[src/rtl/waveform_column_downsample_macros.svh]
// Assertion macros for the column downsampler.
`ifndef WAVEFORM_COLUMN_DOWNSAMPLE_MACROS_SVH
`define WAVEFORM_COLUMN_DOWNSAMPLE_MACROS_SVH
`ifndef ASSERT_OFF
`define WCD_ASSERT_IMPL(label, clk, rst_n, a, c) \
  label: assert property (@(posedge clk) disable iff (!rst_n) (a) |-> (c)) \
    else $error("assertion failed");
`define WCD_ASSERT_NEXT(label, clk, rst_n, a, c) \
  label: assert property (@(posedge clk) disable iff (!rst_n) (a) |=> (c)) \
    else $error("assertion failed");
`else
`define WCD_ASSERT_IMPL(label, clk, rst_n, a, c)
`define WCD_ASSERT_NEXT(label, clk, rst_n, a, c)
`endif
`endif

[src/rtl/wcd_pkg.sv]
`timescale 1ns / 1ps
package wcd_pkg;
  localparam int unsigned MAX_SAMPLES = 4096;
  localparam int unsigned DVD_W = 16;
  localparam int unsigned DVS_W = 13;

  typedef enum logic [2:0] {
    ST_IDLE,
    ST_STRIDE,
    ST_UPDATE,
    ST_DIV,
    ST_OUT
  } state_t;

  // division jobs of one column
  localparam logic [2:0] JOB_BACK_H  = 3'd0;
  localparam logic [2:0] JOB_FRONT_H = 3'd1;
  localparam logic [2:0] JOB_BACK_R  = 3'd2;
  localparam logic [2:0] JOB_BACK_G  = 3'd3;
  localparam logic [2:0] JOB_BACK_B  = 3'd4;
  localparam logic [2:0] JOB_FRONT_R = 3'd5;
  localparam logic [2:0] JOB_FRONT_G = 3'd6;
  localparam logic [2:0] JOB_FRONT_B = 3'd7;

  // register indexes
  localparam logic [2:0] REG_COLOR_MODE    = 3'd0;
  localparam logic [2:0] REG_SAMPLE_COUNT  = 3'd1;
  localparam logic [2:0] REG_COLUMN_COUNT  = 3'd2;
  localparam logic [2:0] REG_HEIGHT_PIXELS = 3'd3;
  localparam logic [2:0] REG_PEAK_LEVEL    = 3'd4;
endpackage

[src/rtl/wcd_div.sv]
`timescale 1ns / 1ps
module wcd_div (
  input  logic                       clk,
  input  logic                       rst_n,
  input  logic                       start,
  input  logic [wcd_pkg::DVD_W-1:0]  dividend,
  input  logic [wcd_pkg::DVS_W-1:0]  divisor,
  output logic                       done,
  output logic [wcd_pkg::DVD_W-1:0]  quotient,
  output logic [wcd_pkg::DVS_W-1:0]  remainder
);
  import wcd_pkg::*;

  logic [DVD_W-1:0] quo_r;
  logic [DVS_W-1:0] rem_r;
  logic [4:0]       cnt_r;
  logic             busy_r;
  logic             done_r;
  logic [DVS_W:0]   trial;
  logic             fit;

  // one quotient bit per cycle, restoring
  assign trial = {rem_r, quo_r[DVD_W-1]};
  assign fit   = (trial >= {1'b0, divisor});

  always_ff @(posedge clk) begin
    if (!rst_n) begin
      busy_r <= 1'b0;
      done_r <= 1'b0;
      cnt_r  <= '0;
    end else begin
      done_r <= !start && busy_r && (cnt_r == 5'd1);
      if (start) begin
        busy_r <= 1'b1;
        cnt_r  <= 5'(DVD_W);
      end else if (busy_r) begin
        cnt_r <= cnt_r - 5'd1;
        if (cnt_r == 5'd1) begin
          busy_r <= 1'b0;
        end
      end
    end
  end

  always_ff @(posedge clk) begin
    if (start) begin
      quo_r <= dividend;
      rem_r <= '0;
    end else if (busy_r) begin
      rem_r <= fit ? DVS_W'(trial - {1'b0, divisor}) : trial[DVS_W-1:0];
      quo_r <= {quo_r[DVD_W-2:0], fit};
    end
  end

  assign done      = done_r;
  assign quotient  = quo_r;
  assign remainder = rem_r;
endmodule

[src/rtl/waveform_column_downsample.sv]
`timescale 1ns / 1ps
// Column downsampler: each input word is one waveform sample; every bucket of
// samples yields one column word. A sample word that closes no bucket passes
// through the idle and update states; the first sample of a payload adds the
// stride division; a word that closes a bucket adds its divisions on the one
// shared bit-serial divider and then loads the output register: one division
// in mono mode, eight in rgb mode. The finished column sits in an output
// register, so the next sample is taken while it waits. An invalid register
// set drops samples. A write to one of the five registers restarts the
// payload, unless it falls in the update state.
module waveform_column_downsample (
  input  logic        clk,
  input  logic        rst_n,
  input  logic        in_tvalid,
  output logic        in_tready,
  // wave_byte[7:0], red_level[15:8], green_level[23:16], blue_level[31:24]
  input  logic [31:0] in_tdata,
  output logic        out_tvalid,
  input  logic        out_tready,
  // column_number[11:0], back_bar[19:12], front_bar[27:20],
  // back_red[35:28], back_green[43:36], back_blue[51:44],
  // front_red[59:52], front_green[67:60], front_blue[75:68], zero[79:76]
  output logic [79:0] out_tdata,
  output logic        out_tlast,
  input  logic        cfg_valid,
  output logic        cfg_ready,
  input  logic [2:0]  cfg_index,
  input  logic [12:0] cfg_data
);
  import wcd_pkg::*;
  `include "waveform_column_downsample_macros.svh"

  // configuration
  logic        color_mode_r;
  logic [12:0] sample_count_r, column_count_r;
  logic [7:0]  height_r, peak_r;

  // bucket state
  logic [12:0] pos_r, col_r, limit_r, residue_r, stride_r, surplus_r;
  logic [23:0] strong_r, blue_r, in_word_r;
  logic        fresh_r;

  state_t      state_r, state_nxt;
  logic [2:0]  job_r;
  logic        launch_r, launch_nxt;
  logic [7:0]  res_r [8];

  logic [79:0] out_data_r;
  logic        out_valid_r, out_last_r;

  logic              div_start, div_done;
  logic [DVD_W-1:0]  dvd, quo;
  logic [DVS_W-1:0]  dvs, rem;

  logic        cfg_ok, in_acc, load_out, col_last, upd_close, last_job;
  logic [7:0]  mag_s, mag_b, mag_new, mag_str, mul_a, mul_b, half;
  logic [15:0] prod;
  logic [23:0] smp;
  logic [12:0] pos_inc, res_sum;

  function automatic logic [7:0] mag3(input logic [23:0] s);
    logic [7:0] m;
    m = (s[23:16] > s[15:8]) ? s[23:16] : s[15:8];
    return (m > s[7:0]) ? m : s[7:0];
  endfunction

  assign cfg_ok = (sample_count_r >= 13'd1) && (sample_count_r <= 13'(MAX_SAMPLES))
               && (column_count_r >= 13'd1) && (column_count_r <= sample_count_r)
               && (height_r != 8'd0) && (!color_mode_r || (peak_r != 8'd0));

  assign in_tready = (state_r == ST_IDLE);
  assign in_acc    = in_tvalid && in_tready;
  assign cfg_ready = 1'b1;

  assign smp     = color_mode_r ? in_word_r : {16'd0, in_word_r[7:0]};
  assign mag_s   = mag3(strong_r);
  assign mag_b   = mag3(blue_r);
  assign mag_new = mag3(smp);
  assign mag_str = mag3(strong_r);
  assign pos_inc = pos_r + 13'd1;
  assign upd_close = !(pos_inc < limit_r);
  assign last_job  = color_mode_r ? (job_r == JOB_FRONT_B) : (job_r == JOB_BACK_H);
  assign col_last  = !((col_r + 13'd1) < column_count_r);
  assign load_out  = (state_r == ST_OUT) && (!out_valid_r || out_tready);
  assign res_sum   = residue_r + surplus_r;

  // operand select for the current division job, or the stride divisor
  always_comb begin
    mul_a = 8'd0;
    mul_b = height_r;
    half  = peak_r >> 1;
    dvs   = {5'd0, peak_r};
    case (job_r)
      JOB_BACK_H: begin
        if (color_mode_r) begin
          mul_a = mag_s;
        end else begin
          mul_a = {3'd0, strong_r[4:0]};
          half  = 8'd15;
          dvs   = 13'd31;
        end
      end
      JOB_FRONT_H: mul_a = blue_r[7:0];
      JOB_BACK_R: begin
        mul_a = strong_r[23:16]; mul_b = 8'd191; half = 8'd0; dvs = {5'd0, mag_s};
      end
      JOB_BACK_G: begin
        mul_a = strong_r[15:8];  mul_b = 8'd191; half = 8'd0; dvs = {5'd0, mag_s};
      end
      JOB_BACK_B: begin
        mul_a = strong_r[7:0];   mul_b = 8'd191; half = 8'd0; dvs = {5'd0, mag_s};
      end
      JOB_FRONT_R: begin
        mul_a = blue_r[23:16];   mul_b = 8'd255; half = 8'd0; dvs = {5'd0, mag_b};
      end
      JOB_FRONT_G: begin
        mul_a = blue_r[15:8];    mul_b = 8'd255; half = 8'd0; dvs = {5'd0, mag_b};
      end
      JOB_FRONT_B: begin
        mul_a = blue_r[7:0];     mul_b = 8'd255; half = 8'd0; dvs = {5'd0, mag_b};
      end
      default: ;
    endcase
    if (state_r == ST_STRIDE) begin
      dvs = column_count_r;
    end
  end

  assign prod = mul_a * mul_b + {8'd0, half};
  assign dvd  = (state_r == ST_STRIDE) ? {3'd0, sample_count_r} : prod;

  wcd_div u_div (
    .clk       (clk),
    .rst_n     (rst_n),
    .start     (div_start),
    .dividend  (dvd),
    .divisor   (dvs),
    .done      (div_done),
    .quotient  (quo),
    .remainder (rem)
  );

  // next state
  always_comb begin
    state_nxt = state_r;
    case (state_r)
      ST_IDLE: begin
        if (in_acc && cfg_ok) begin
          state_nxt = (pos_r == 13'd0) ? ST_STRIDE : ST_UPDATE;
        end
      end
      ST_STRIDE: if (div_done) state_nxt = ST_UPDATE;
      ST_UPDATE: state_nxt = upd_close ? ST_DIV : ST_IDLE;
      ST_DIV:    if (div_done && last_job) state_nxt = ST_OUT;
      ST_OUT:    if (load_out) state_nxt = ST_IDLE;
      default:   state_nxt = ST_IDLE;
    endcase
  end

  // register the launch of the next division so that its operands settle first
  always_comb begin
    launch_nxt = 1'b0;
    case (state_r)
      ST_IDLE:   launch_nxt = in_acc && cfg_ok && (pos_r == 13'd0);
      ST_UPDATE: launch_nxt = upd_close;
      ST_DIV:    launch_nxt = div_done && !last_job;
      default:   launch_nxt = 1'b0;
    endcase
  end

  // divider control
  always_comb begin
    div_start = 1'b0;
    case (state_r)
      ST_STRIDE, ST_DIV: div_start = launch_r;
      default:           div_start = 1'b0;
    endcase
  end

  always_ff @(posedge clk) begin
    if (!rst_n) begin
      state_r        <= ST_IDLE;
      launch_r       <= 1'b0;
      job_r          <= JOB_BACK_H;
      color_mode_r   <= 1'b0;
      sample_count_r <= 13'd400;
      column_count_r <= 13'd400;
      height_r       <= 8'd32;
      peak_r         <= 8'd255;
      pos_r          <= '0;
      col_r          <= '0;
      limit_r        <= '0;
      residue_r      <= '0;
      stride_r       <= '0;
      surplus_r      <= '0;
      fresh_r        <= 1'b1;
      out_valid_r    <= 1'b0;
    end else begin
      state_r  <= state_nxt;
      launch_r <= launch_nxt;
      // load a new column word, else drop the one taken
      if (load_out) begin
        out_valid_r <= 1'b1;
      end else if (out_tready) begin
        out_valid_r <= 1'b0;
      end

      if (cfg_valid) begin
        case (cfg_index)
          REG_COLOR_MODE:    begin color_mode_r   <= cfg_data[0];   pos_r <= '0; end
          REG_SAMPLE_COUNT:  begin sample_count_r <= cfg_data;      pos_r <= '0; end
          REG_COLUMN_COUNT:  begin column_count_r <= cfg_data;      pos_r <= '0; end
          REG_HEIGHT_PIXELS: begin height_r       <= cfg_data[7:0]; pos_r <= '0; end
          REG_PEAK_LEVEL:    begin peak_r         <= cfg_data[7:0]; pos_r <= '0; end
          default: ;
        endcase
      end

      case (state_r)
        ST_STRIDE: begin
          if (div_done) begin
            stride_r  <= quo[12:0];
            surplus_r <= rem;
            limit_r   <= quo[12:0];
            residue_r <= rem;
            col_r     <= '0;
            fresh_r   <= 1'b1;
          end
        end
        ST_UPDATE: begin
          pos_r   <= pos_inc;
          fresh_r <= 1'b0;
          if (upd_close) begin
            job_r <= JOB_BACK_H;
          end
        end
        ST_DIV: begin
          if (div_done && !last_job) begin
            job_r <= job_r + 3'd1;
          end
        end
        ST_OUT: begin
          if (load_out) begin
            fresh_r <= 1'b1;
            if (col_last) begin
              pos_r <= '0;
              col_r <= '0;
            end else begin
              col_r <= col_r + 13'd1;
              // advance the bucket end by stride plus carried remainder
              if (res_sum >= column_count_r) begin
                limit_r   <= limit_r + stride_r + 13'd1;
                residue_r <= res_sum - column_count_r;
              end else begin
                limit_r   <= limit_r + stride_r;
                residue_r <= res_sum;
              end
            end
          end
        end
        default: ;
      endcase
    end
  end

  // payload registers: sample word, bucket winners, job results, column word
  always_ff @(posedge clk) begin
    if (in_acc) begin
      if (color_mode_r) begin
        in_word_r <= {in_tdata[15:8], in_tdata[23:16], in_tdata[31:24]};
      end else begin
        in_word_r <= {16'd0, in_tdata[7:0]};
      end
    end
    if (state_r == ST_UPDATE) begin
      if (fresh_r) begin
        strong_r <= smp;
        blue_r   <= smp;
      end else if (color_mode_r) begin
        if (mag_new > mag_str) strong_r <= smp;
        if (smp[7:0] > blue_r[7:0]) blue_r <= smp;
      end else if (smp[4:0] > strong_r[4:0]) begin
        strong_r <= smp;
      end
    end
    if ((state_r == ST_DIV) && div_done) begin
      if ((job_r == JOB_BACK_H) || (job_r == JOB_FRONT_H)) begin
        res_r[job_r] <= (quo > 16'd255) ? 8'd255 : quo[7:0];
      end else begin
        // black when the sample has zero magnitude
        res_r[job_r] <= (dvs == 13'd0) ? 8'd0 : quo[7:0];
      end
    end
    if (load_out) begin
      out_last_r <= col_last;
      if (color_mode_r) begin
        out_data_r <= {4'd0, res_r[7], res_r[6], res_r[5], res_r[4], res_r[3],
                       res_r[2], res_r[1], res_r[0], col_r[11:0]};
      end else if (strong_r[7:5] >= 3'd5) begin
        out_data_r <= {4'd0, 24'd0, 8'd244, 8'd246, 8'd116, 8'd0, res_r[0],
                       col_r[11:0]};
      end else begin
        out_data_r <= {4'd0, 24'd0, 8'd255, 8'd89, 8'd43, 8'd0, res_r[0],
                       col_r[11:0]};
      end
    end
  end

  assign out_tvalid = out_valid_r;
  assign out_tdata  = out_data_r;
  assign out_tlast  = out_last_r;

  `WCD_ASSERT_IMPL(a_div_in_div_state, clk, rst_n, div_start,
                   (state_r == ST_STRIDE) || (state_r == ST_DIV))
  `WCD_ASSERT_IMPL(a_last_col, clk, rst_n, out_valid_r && out_last_r,
                   {1'b0, out_data_r[11:0]} == (column_count_r - 13'd1))
  `WCD_ASSERT_NEXT(a_last_rewinds, clk, rst_n, load_out && col_last,
                   (pos_r == 13'd0) && out_tvalid)
endmodule

[config.mk]
export PLATFORM = sky130hd
export DESIGN_NAME = waveform_column_downsample
export DESIGN_NICKNAME = d
export VERILOG_FILES = /design/src/rtl/wcd_pkg.sv /design/src/rtl/wcd_div.sv /design/src/rtl/waveform_column_downsample.sv
export VERILOG_INCLUDE_DIRS = /design/src /design/src/rtl
export SDC_FILE = /design/constraint.sdc
export NUM_CORES = 1
export LEC_CHECK = 0
export ABC_AREA = 1
export BUFFER_PORTS_ARGS = -buffer_cell sky130_fd_sc_hd__buf_2
export CORE_ASPECT_RATIO = 1.25
export CORE_MARGIN = 2
export CORE_UTILIZATION = 60
export CTS_CLUSTER_SIZE = 12
export DETAILED_ROUTE_END_ITERATION = 16
export PLACE_DENSITY = 0.79
export SYNTH_ARGS = -nofsm -noshare
export SYNTH_HDL_FRONTEND = slang
export SYNTH_SLANG_ARGS = --single-unit
[constraint.sdc]
create_clock -name clk -period 11.48 [get_ports clk]
set_input_delay 0 -clock clk [delete_from_list [all_inputs] [get_ports clk]]
set_output_delay 0 -clock clk [all_outputs]
set_load 0.02 [all_outputs]
# Word-level counts from Yosys, hierarchy flattened
# Memory sizes are Yosys's and may differ from the RTL's.
# Index checks and enable logic that the tools add are counted.
totals:
  reg_bits: 319
  mem_bits_rw: 64
  in_bits: 53
  output_inout_bits: 84
  wordCells: 224
  memories: 1
mem_list:
  columns: ["name", "depth", "width", "read_ports", "rd_clocked_by_memory_dff", "wr", "line", "rtl"]
  rows:
  - ["res_r", 8, 8, 8, 0, 1, "waveform_column_downsample.sv:46", "logic [7:0] res_r [8];"]
classes:
  add_sub_neg: 10
  multipliers: 1
  magnitude_cmp: 19
  n_eq_ne: 24
  n_mux: 80
  n_bitwise: 2
  n_reduce_logical: 58
ops:
  columns: ["op", "count"]
  rows:
  - ["$mux W13", 17]
  - ["$mux W24", 8]
  - ["$pmux W13 S2", 4]
  - ["$mux W8", 12]
  - ["$mux W76", 1]
  - ["$gt A8 B8 Y1", 8]
  - ["$pmux W8 S7", 1]
  - ["$mux W16", 3]
  - ["$mux W48", 1]
  - ["$add A13 B1 Y13 const B", 3]
  - ["$add A13 B13 Y13", 2]
  - ["$ge A13 B1 Y1 const B", 2]
  - ["$logic_not A13 Y1", 2]
  - ["$lt A13 B13 Y1", 2]
  - ["$sub A13 B13 Y13", 2]
  - ["$pmux W8 S3", 1]
  - ["$eq A3 B2 Y1 const B", 6]
  - ["$eq A3 B3 Y1 const B", 6]
  - ["$mux W3", 6]
  - ["$add A16 B8 Y16", 1]
  - ["$gt A16 B8 Y1 const B", 1]
  - ["$mul A8 B8 Y16", 1]
  - ["$pmux W8 S2", 1]
  - ["$reduce_bool A8 Y1", 2]
  - ["36 further kinds", 101]

# Logic depth before layout (Yosys ltp)
# Gate-level depths: netlist of the first run.
depth:
  depth_word: 10
  depth_mapped: 49
  mapped_depth_nobuf: 49

# Hierarchy
# Synthesis of the first run repeated with hierarchy kept, for this count alone.
hier_totals:
  hier_cells: 2984
  area_unflattened_um2: 24249.5
modules_own_cells:
  columns: ["module", "n_inst", "cells_each", "area_per_inst_um2", "seq_area_each_um2"]
  rows:
  - ["waveform_column_downsample", 1, 2614, 21704.6, 8998.6]
  - ["wcd_div", 1, 370, 2544.9, 880.8]

# Worst setup path before layout of the first run
# No wires, ideal clock.
synth_timing:
  path_type: "reg2reg"
  start: "register color_mode_r"
  end: "register strong_r[0], enable pin"
  setup_time_ps: 442
  t_arrival_ps: 6019
  setup_slack_ps: 5019
  path_stages_with_launch: 26
  n_path_buf: 4
  synth_period_minus_slack_ps: 6461
  cell_sequence: "dfxtp_1 clkbuf_1 clkbuf_1 nand2_1 ha_1 nand2_1 inv_1 a221oi_1 o221ai_1 o21ai_1 buf_2 o21ai_0 ha_1 a21oi_1 o21ai_0 nand2_1 a32oi_1 clkbuf_1 o21ai_0 ha_1 nand2_1 o21ai_0 nand2_1 o211ai_1 a211oi_1 a211oi_1"
synth_via:
  elab_chain_len: 8
  elab_cells_between_ends: 9
  cone_classes: "3 x order compare; 1 x eq/ne; 3 x mux; 2 x reduce/logical"
synth_rtl:
  columns: ["item", "line", "rtl"]
  rows:
  - ["start: declaration", "waveform_column_downsample.sv:34", "logic color_mode_r;"]
  - ["start signal: assignment", "waveform_column_downsample.sv:185", "color_mode_r <= 1'b0;"]
  - ["start signal: assignment", "waveform_column_downsample.sv:210", "REG_COLOR_MODE: begin color_mode_r <= cfg_data[0]; pos_r <= '0; end"]
  - ["$mux W24", "waveform_column_downsample.sv:75", "assign smp = color_mode_r ? in_word_r : {16'd0, in_word_r[7:0]};"]
  - ["$gt A8 B8 Y1", "waveform_column_downsample.sv:63", "m = (s[23:16] > s[15:8]) ? s[23:16] : s[15:8];"]
  - ["$mux W8", "waveform_column_downsample.sv:63", null]
  - ["$gt A8 B8 Y1", "waveform_column_downsample.sv:64", "return (m > s[7:0]) ? m : s[7:0];"]
  - ["$mux W8", "waveform_column_downsample.sv:64", null]
  - ["$gt A8 B8 Y1", "waveform_column_downsample.sv:280", "if (mag_new > mag_str) strong_r <= smp;"]
  - ["$ne A3 B1 Y1 (no source line)", null, null]
  - ["$reduce_and A3 Y1 (no source line) *", null, null]
  - ["end signal: assignment", "waveform_column_downsample.sv:277", "strong_r <= smp;"]
  - ["end signal: assignment", "waveform_column_downsample.sv:280", null]
  - ["end signal: assignment", "waveform_column_downsample.sv:283", "strong_r <= smp;"]
  - ["end: declaration", "waveform_column_downsample.sv:40", "logic [23:0] strong_r, blue_r, in_word_r;"]
# Mark *: on every way between the ends. The rest lies on a longest branch, timed or not.
# A chain may end at the register's enable or synchronous reset.

# Worst setup path after layout of the first run
layout_timing:
  start: "register strong_r[9]"
  end: "register u_div.quo_r[12] (netlist: u_div.quotient[12]) (data pin)"
layout_via:
  elab_chain_len: 10
layout_rtl:
  columns: ["item", "line", "rtl"]
  rows:
  - ["$gt A8 B8 Y1", "waveform_column_downsample.sv:63", null]
  - ["$mux W8", "waveform_column_downsample.sv:63", null]
  - ["$gt A8 B8 Y1", "waveform_column_downsample.sv:64", null]
  - ["$mux W8", "waveform_column_downsample.sv:64", null]
  - ["$mux W8", "waveform_column_downsample.sv:95", "if (color_mode_r) begin"]
  - ["$pmux W8 S7 *", "waveform_column_downsample.sv:93", "case (job_r)"]
  - ["$mul A8 B8 Y16 *", "waveform_column_downsample.sv:129", "assign prod = mul_a * mul_b + {8'd0, half};"]
  - ["$add A16 B8 Y16 *", "waveform_column_downsample.sv:129", null]
  - ["$mux W16 *", "waveform_column_downsample.sv:130", "assign dvd = (state_r == ST_STRIDE) ? {3'd0, sample_count_r} : prod;"]
  - ["$mux W16 *", "wcd_div.sv:46", "if (start) begin"]
  - ["end signal: assignment", "wcd_div.sv:47", "quo_r <= dividend;"]
  - ["end signal: assignment", "wcd_div.sv:51", "quo_r <= {quo_r[DVD_W-2:0], fit};"]
  - ["end: declaration", "wcd_div.sv:14", "logic [DVD_W-1:0] quo_r;"]
# Marked as above.

==> results of run 1 <==
-- layer usage --
metal / GRT usage / routed length, um / vias to the layer above
li1: - / - / 9763
met1: 0.397 / 26100 / 9723
met2: 0.600 / 34300 / 940
met3: 0.0566 / 5320 / 238
met4: 0.209 / 4800 / 0
met5: 0 / 0 / -
-- layout by cell type, fill, tap and decap left out, types with 19 or more instances in the layout --
master	count
nand2_1	548
fa_1	47
xor2_1	43
ha_1	205
dlygate4sd3_1	57
buf_2	131
o21ai_0	209
o22ai_1	19
o211ai_1	39
edfxtp_1	229
dfxtp_1	149
nand4_1	31
a21oi_1	258
xnor2_1	20
inv_1	413
nor2_1	207
clkbuf_16	43
nand3_1	118
-- cell type report --
type,count,area (sq um)
tap,498,623
inverter,430,1620
clock inverter,15,145
sequential,379,9880
fill,3101,12300
multi-input combinational,1930,11900
timing repair buffer,200,1320
clock buffer,61,1190
-- where the power goes --
group | total (W) | leakage [nW] | internal [W] | switching (W)
clock | 0.00132 | 0.645 | 0.000735 | 0.000589
combinational | 0.00327 | 8.36 | 0.00109 | 0.00218
sequential | 0.00183 | 3.45 | 0.00168 | 0.000157
total | 0.00643 | 12.5 | 0.00351 | 0.00292
-- flip-flops by register name, summed over array words and instances, names as in the netlist, 3 cells and up --
name and cells:
column_count_r 13, u_div.quotient 16, surplus_r 13, residue_r 13, state_r 3, pos_r 13, sample_count_r 13, strong_r 24
height_r 8, res_r 64, u_div.cnt_r 5, job_r 3, peak_r 8, u_div.remainder 13, in_word_r 24, out_tdata 76
blue_r 24, col_r 13, stride_r 13, limit_r 13
-- critical path: cells and delay by family (launching register included) --
family | cells | cell delay (ps)
AND/OR/NAND/NOR | 22 | 1880
buffers and inverters | 7 | 630
flip-flops | 1 | 370
adder cells (fa/ha/maj) | 7 | 3100
AO/OA/AOI/OAI | 6 | 1310
-- cell families (layout without fill, tap and decap cells) --
logic type / after synthesis / in the layout
flip-flops: 379 / 379
AND/OR/NAND/NOR: 1004 / 1004
adder cells (fa/ha/maj): 252 / 252
XOR/XNOR: 67 / 67
other: 2 / 5
buffers and inverters: 508 / 706
AO/OA/AOI/OAI: 602 / 602
-- through the flow --
stage,utilization,power (W),hold WS (ps)
4_1_cts,0.684,0.00639,201
3_5_place_dp,0.635,0.00504,261
6_report,0.684,0.00643,219
5_1_grt,0.684,0.00692,228
3_3_place_gp,0.635,0.00500,256
2_1_floorplan,-,0.00415,126
-- worst max-delay path by stage --
stage	start	end	depth (start not counted)
finish	strong_r[9]$_DFFE_PP_	u_div.quotient[12]$_DFFE_PP_	42
CTS	strong_r[9]$_DFFE_PP_	u_div.quotient[12]$_DFFE_PP_	46
global placement	strong_r[23]$_DFFE_PP_	u_div.quotient[12]$_DFFE_PP_	39
detailed placement	strong_r[9]$_DFFE_PP_	u_div.quotient[12]$_DFFE_PP_	46
global route	strong_r[9]$_DFFE_PP_	u_div.quotient[12]$_DFFE_PP_	46
floorplan	color_mode_r$_SDFFE_PN0P_	strong_r[0]$_DFFE_PP_	25
==> results.txt, run 1 <==
Run status - finished, final reports clean
PD cells - 241 mW/mm^2
Critical path's largest stage delay - 560 ps
CTS buffer count - 42
CTS tree - built
Yosys top cell area share - 0.290
Max_cap viols - 0
Required time of the critical path - 11,810 ps
Die height - 226 um
Post-route worst setup slack - 3940 ps
Initial core utilization - 0.607
Vias per Instance - 5.88
N_diodes - 0
Worst min path class - primary input to register
Total setup buffers inserted after CTS - 0
Detailed Place HPWL - 52.4 mm
Final WL - 70.6 mm
Yosys cell types - 64
H-Tree Depth - 2
Syn Inst Count - 2,814
Hold Violations, Final - 0
Reg-to-Reg Start - strong_r[9]$_DFFE_PP_
Vias in the first global route - 20.2k
Port Buf Inserts - 131
Avg Cell Area, Syn - 8.42 sq um
Routability Congestion - 0.976
Post-cts sizing count - 0
P&R area growth vs syn - 12.5%
Period utilization - 0.656
Grt total ovfl - 0
Post-CTS Hold Buffers - 57
Residual DRC - 0
Most frequent CP cell - nand2_1
Area fraction in compound gates after synthesis - 0.142
Post-synth EDFFs - 229
Yosys warns - 0
Post-Synth Adder-Cell Area - 0.148
Synthesized area - 0.0237 sq mm
Crit path kind - register to register
RR Endpoint - u_div.quotient[12]$_DFFE_PP_
Core area - 0.0390 sq mm
Fin cells - 3,513
Die Wd - 182 um
Post-synthesis sequential area ratio - 0.417
IO Count - 137
Slowest stage cell, crit path - fa_1
Full die area - 0.0411 sq mm
Largest net degree at the start of global routing - 93
Final-report max-slew violation count - 0
Area after DPL - 0.0248 sq mm
Root Buffer - clkbuf_16
Core Rows - 81
Critical path endpoint category - register
Setup slack, reg-to-reg - 3940 ps
Worst Hold End - in_word_r[6]$_DFFE_PP_
Hold path startpoint - in_tvalid
Register-to-Register Path Depth - 42
TritonCTS Sinks - 379
Count leader, synth - nand2_1
Dpl ws - 3990 ps
#FFs+latches synth - 379
Top FF cell, synth - edfxtp_1
Minimum clock period - 7540 ps
Largest fanout on the critical path - 9
DRT iter0 DRCs - 1,821
Relative slew margins - 0.180
Worst path arrival time - 7860 ps
Clock buffer depth - 3
Leak - 12.5 nW
Antenna Violating Nets Remaining - 0
Synth Area in XOR/XNOR - 0.0260
Asr flop ratio synth - 0
First-pass GRT wire length - 109 mm
Placed Instances - 3,380
VDD IR max - 0.258 mV
Setup tns final - 0 ps
Total GRT Usage - 0.344
Worst setup SP type - register
Final setup violation count - 0
Initial antenna violation count - 0
Largest family of logic cells by synthesized area - simple AND/OR/NAND/NOR gates
RSZ-0062 raised after global routing - false
Main area contributors after synthesis - edfxtp_1, dfxtp_1, ha_1
Pre-antenna DRT Iters - 6
Mux share of post-synthesis cell area - 0
Total number of vias - 20.7k
Worst skew pair latency - 590 ps
Leading area contributor after synthesis - edfxtp_1
WHS Path Cells - 3
CTS clk-pin slew, worst paths - 60 ps
Simple-gate share of the synthesized area - 0.184
Final Skew - 43.5 ps
Fin area - 0.0267 sq mm
Final net count - 3,288
Least-Margin Pin Slew - 1230 ps
Layout cell share with drive strength beyond 1 - 0.101
Avg WL per Cell - 20.1 um
Max Freq - 0.133 GHz
Post-synth top cells - nand2_1, inv_1, a21oi_1
Power figures use the tool's default switching activity.
==> run 2: changes to the inputs <==
- clock period: 11.48 -> 7.2 ns (I/O delays scaled with it)
==> run 2 against run 1 <==
  * Clock power increased by 53%
  * Setup slack got worse by 3700 ps
  * Non-clock buffer count increased by 64
  * Routed wire length increased by 4.2%
  * Register-to-register slack got worse by 3700 ps
  * Final area increased by 2.8%
  * Clock-buffer cell count decreased by 2
  * Clock skew decreased by 31 ps
  * Total power increased by 74%
  * Highest routed layer unchanged
==> results.txt, run 2 (synthesis gave the netlist of run 1 again) <==
Run status - finished, final reports clean
Worst path arrival time - 7310 ps
Fin Hold WS - 238 ps
CTS clk-pin slew, worst paths - 70 ps
Post-route worst setup slack - 207 ps
Full die area - 0.0411 sq mm
Layout cell share with drive strength beyond 1 - 0.139
Period utilization - 0.971
Initial core utilization - 0.607
Total GRT Usage - 0.351
Vias in the first global route - 20.6k
Total number of vias - 20.8k
P&R area growth vs syn - 15.7%
Max FFs per register - 76
Die Wd - 182 um
TritonCTS Sinks - 379
Largest fanout on the critical path - 6
Leak - 12.8 nW
Core Rows - 81
Fillcell total - 3,098
Worst skew pair latency - 570 ps
Antenna Violating Nets Remaining - 0
Final setup violation count - 0
Detailed Place HPWL - 54.7 mm
Grt total ovfl - 0
Core area - 0.0390 sq mm
Required time of the critical path - 7520 ps
Die height - 226 um
Clock buffer depth - 3
Minimum clock period - 6990 ps
H-Tree Depth - 2
Worst min path class - primary input to register
Max Freq - 0.143 GHz
Avg WL per Cell - 20.6 um
Port Buf Inserts - 131
First-pass GRT wire length - 111 mm
Most frequent CP cell - nand2_1
DRT iter0 DRCs - 1,708
Critical path endpoint category - register
Area after DPL - 0.0251 sq mm
Final WL - 73.6 mm
Hold Violations, Final - 0
Commonest non-fill, non-tap cells in the layout - nand2_1, inv_1, a21oi_1, edfxtp_1, o21ai_0
Initial antenna violation count - 0
Slowest stage cell, crit path - fa_1
Routability Congestion - 0.999
Vias per Instance - 5.82
Least-Margin Pin Slew - 1260 ps
Residual DRC - 0
Crit path kind - register to register
Worst setup SP type - register
Root Buffer - clkbuf_16
Final net count - 3,352
VDD IR max - 0.323 mV
Dpl ws - 89.0 ps
CTS buffer count - 40
PD cells - 407 mW/mm^2
Final Skew - 12.8 ps
Max_cap viols - 0
Commonest non-fill, non-tap cell in the layout - nand2_1
IO Count - 137
Relative slew margins - 0.158
Fin area - 0.0274 sq mm
Largest net degree at the start of global routing - 93
Critical path's largest stage delay - 550 ps
CTS tree - built
Final-report max-slew violation count - 0
Pre-antenna DRT Iters - 6
[run 2: changes by cell type in the layout (fill, tap and decap cells not counted), moves of 10 or more]
cell / change
buf_4: +62
nand2_1: -23
nand2_2: +18
ha_1: -10
ha_4: +10
[run 2: worst max-delay path: cells and delay by family, from the launching register on]
kind	cells	cell delay, ps
buffers and inverters	9	880
adders and majority gates	7	2930
AOI/OAI and AO/OA	6	790
and+or+nand+nor	14	1650
DFF	1	480
[run 2: routing by layer]
metal	track usage	routed length, um
met2	0.639	37200
met5	0	0
met3	0.0532	4820
met1	0.390	26900
met4	0.206	4650
[run 2: path summary, 6_finish.rpt]
kind / startpoint / endpoint / slack (ps) / depth (start not counted)
min: in_tdata[11] / in_word_r[19]$_SDFFCE_PN0P_ / 240 / 4
max: strong_r[23]$_DFFE_PP_ / u_div.quotient[14]$_DFFE_PP_ / 210 / 36
max reg2reg: strong_r[23]$_DFFE_PP_ / u_div.quotient[14]$_DFFE_PP_ / 210 / 36
min reg2reg: res_r[0][7]$_DFFE_PP_ / out_tdata[19]$_DFFE_PP_ / 420 / 0
[run 2: power by group]
| group | switching [W] | internal, W | leakage [nW] |
|---|---|---|---|
| registers | 0.000260 | 0.00268 | 3.45 |
| clock network | 0.000897 | 0.00112 | 0.611 |
| logic | 0.00389 | 0.00232 | 8.72 |
| total | 0.00504 | 0.00612 | 12.8 |
[run 2: final cells by class]
class / count / area, sq um / share of cell area
Sequential cell: 379 / 9880 / 0.360
Inverter: 430 / 1620 / 0.0589
Timing Repair Buffer: 264 / 1800 / 0.0658
Antenna cell: 1 / 2.50 / 0.0000912
Tap cell: 498 / 623 / 0.0227
Multi-Input combinational cell: 1932 / 12200 / 0.446
Clock inverter: 13 / 148 / 0.00538
Clock buffer: 59 / 1110 / 0.0406
[run 2: through the flow]
step / setup TNS (ps) / total power (W) / std cells / utilization
6_report: 0 / 0.0112 / 3576 / 0.703
5_1_grt: -515 / 0.0119 / 3575 / 0.703
4_1_cts: 0 / 0.0106 / 3548 / 0.689
3_5_place_dp: 0 / 0.00853 / 3419 / 0.642
3_3_place_gp: 0 / 0.00846 / 3419 / 0.642
2_1_floorplan: 0 / 0.00662 / 2817 / -
[run 2: what timing repair did]
item | in CTS | in global routing
endpoints found under the setup margin | 0 | 10
setup buffers | 0 | 25
endpoints found under the hold margin | 70 | 0
hold buffers | 57 | 0
resized for setup | 0 | 87
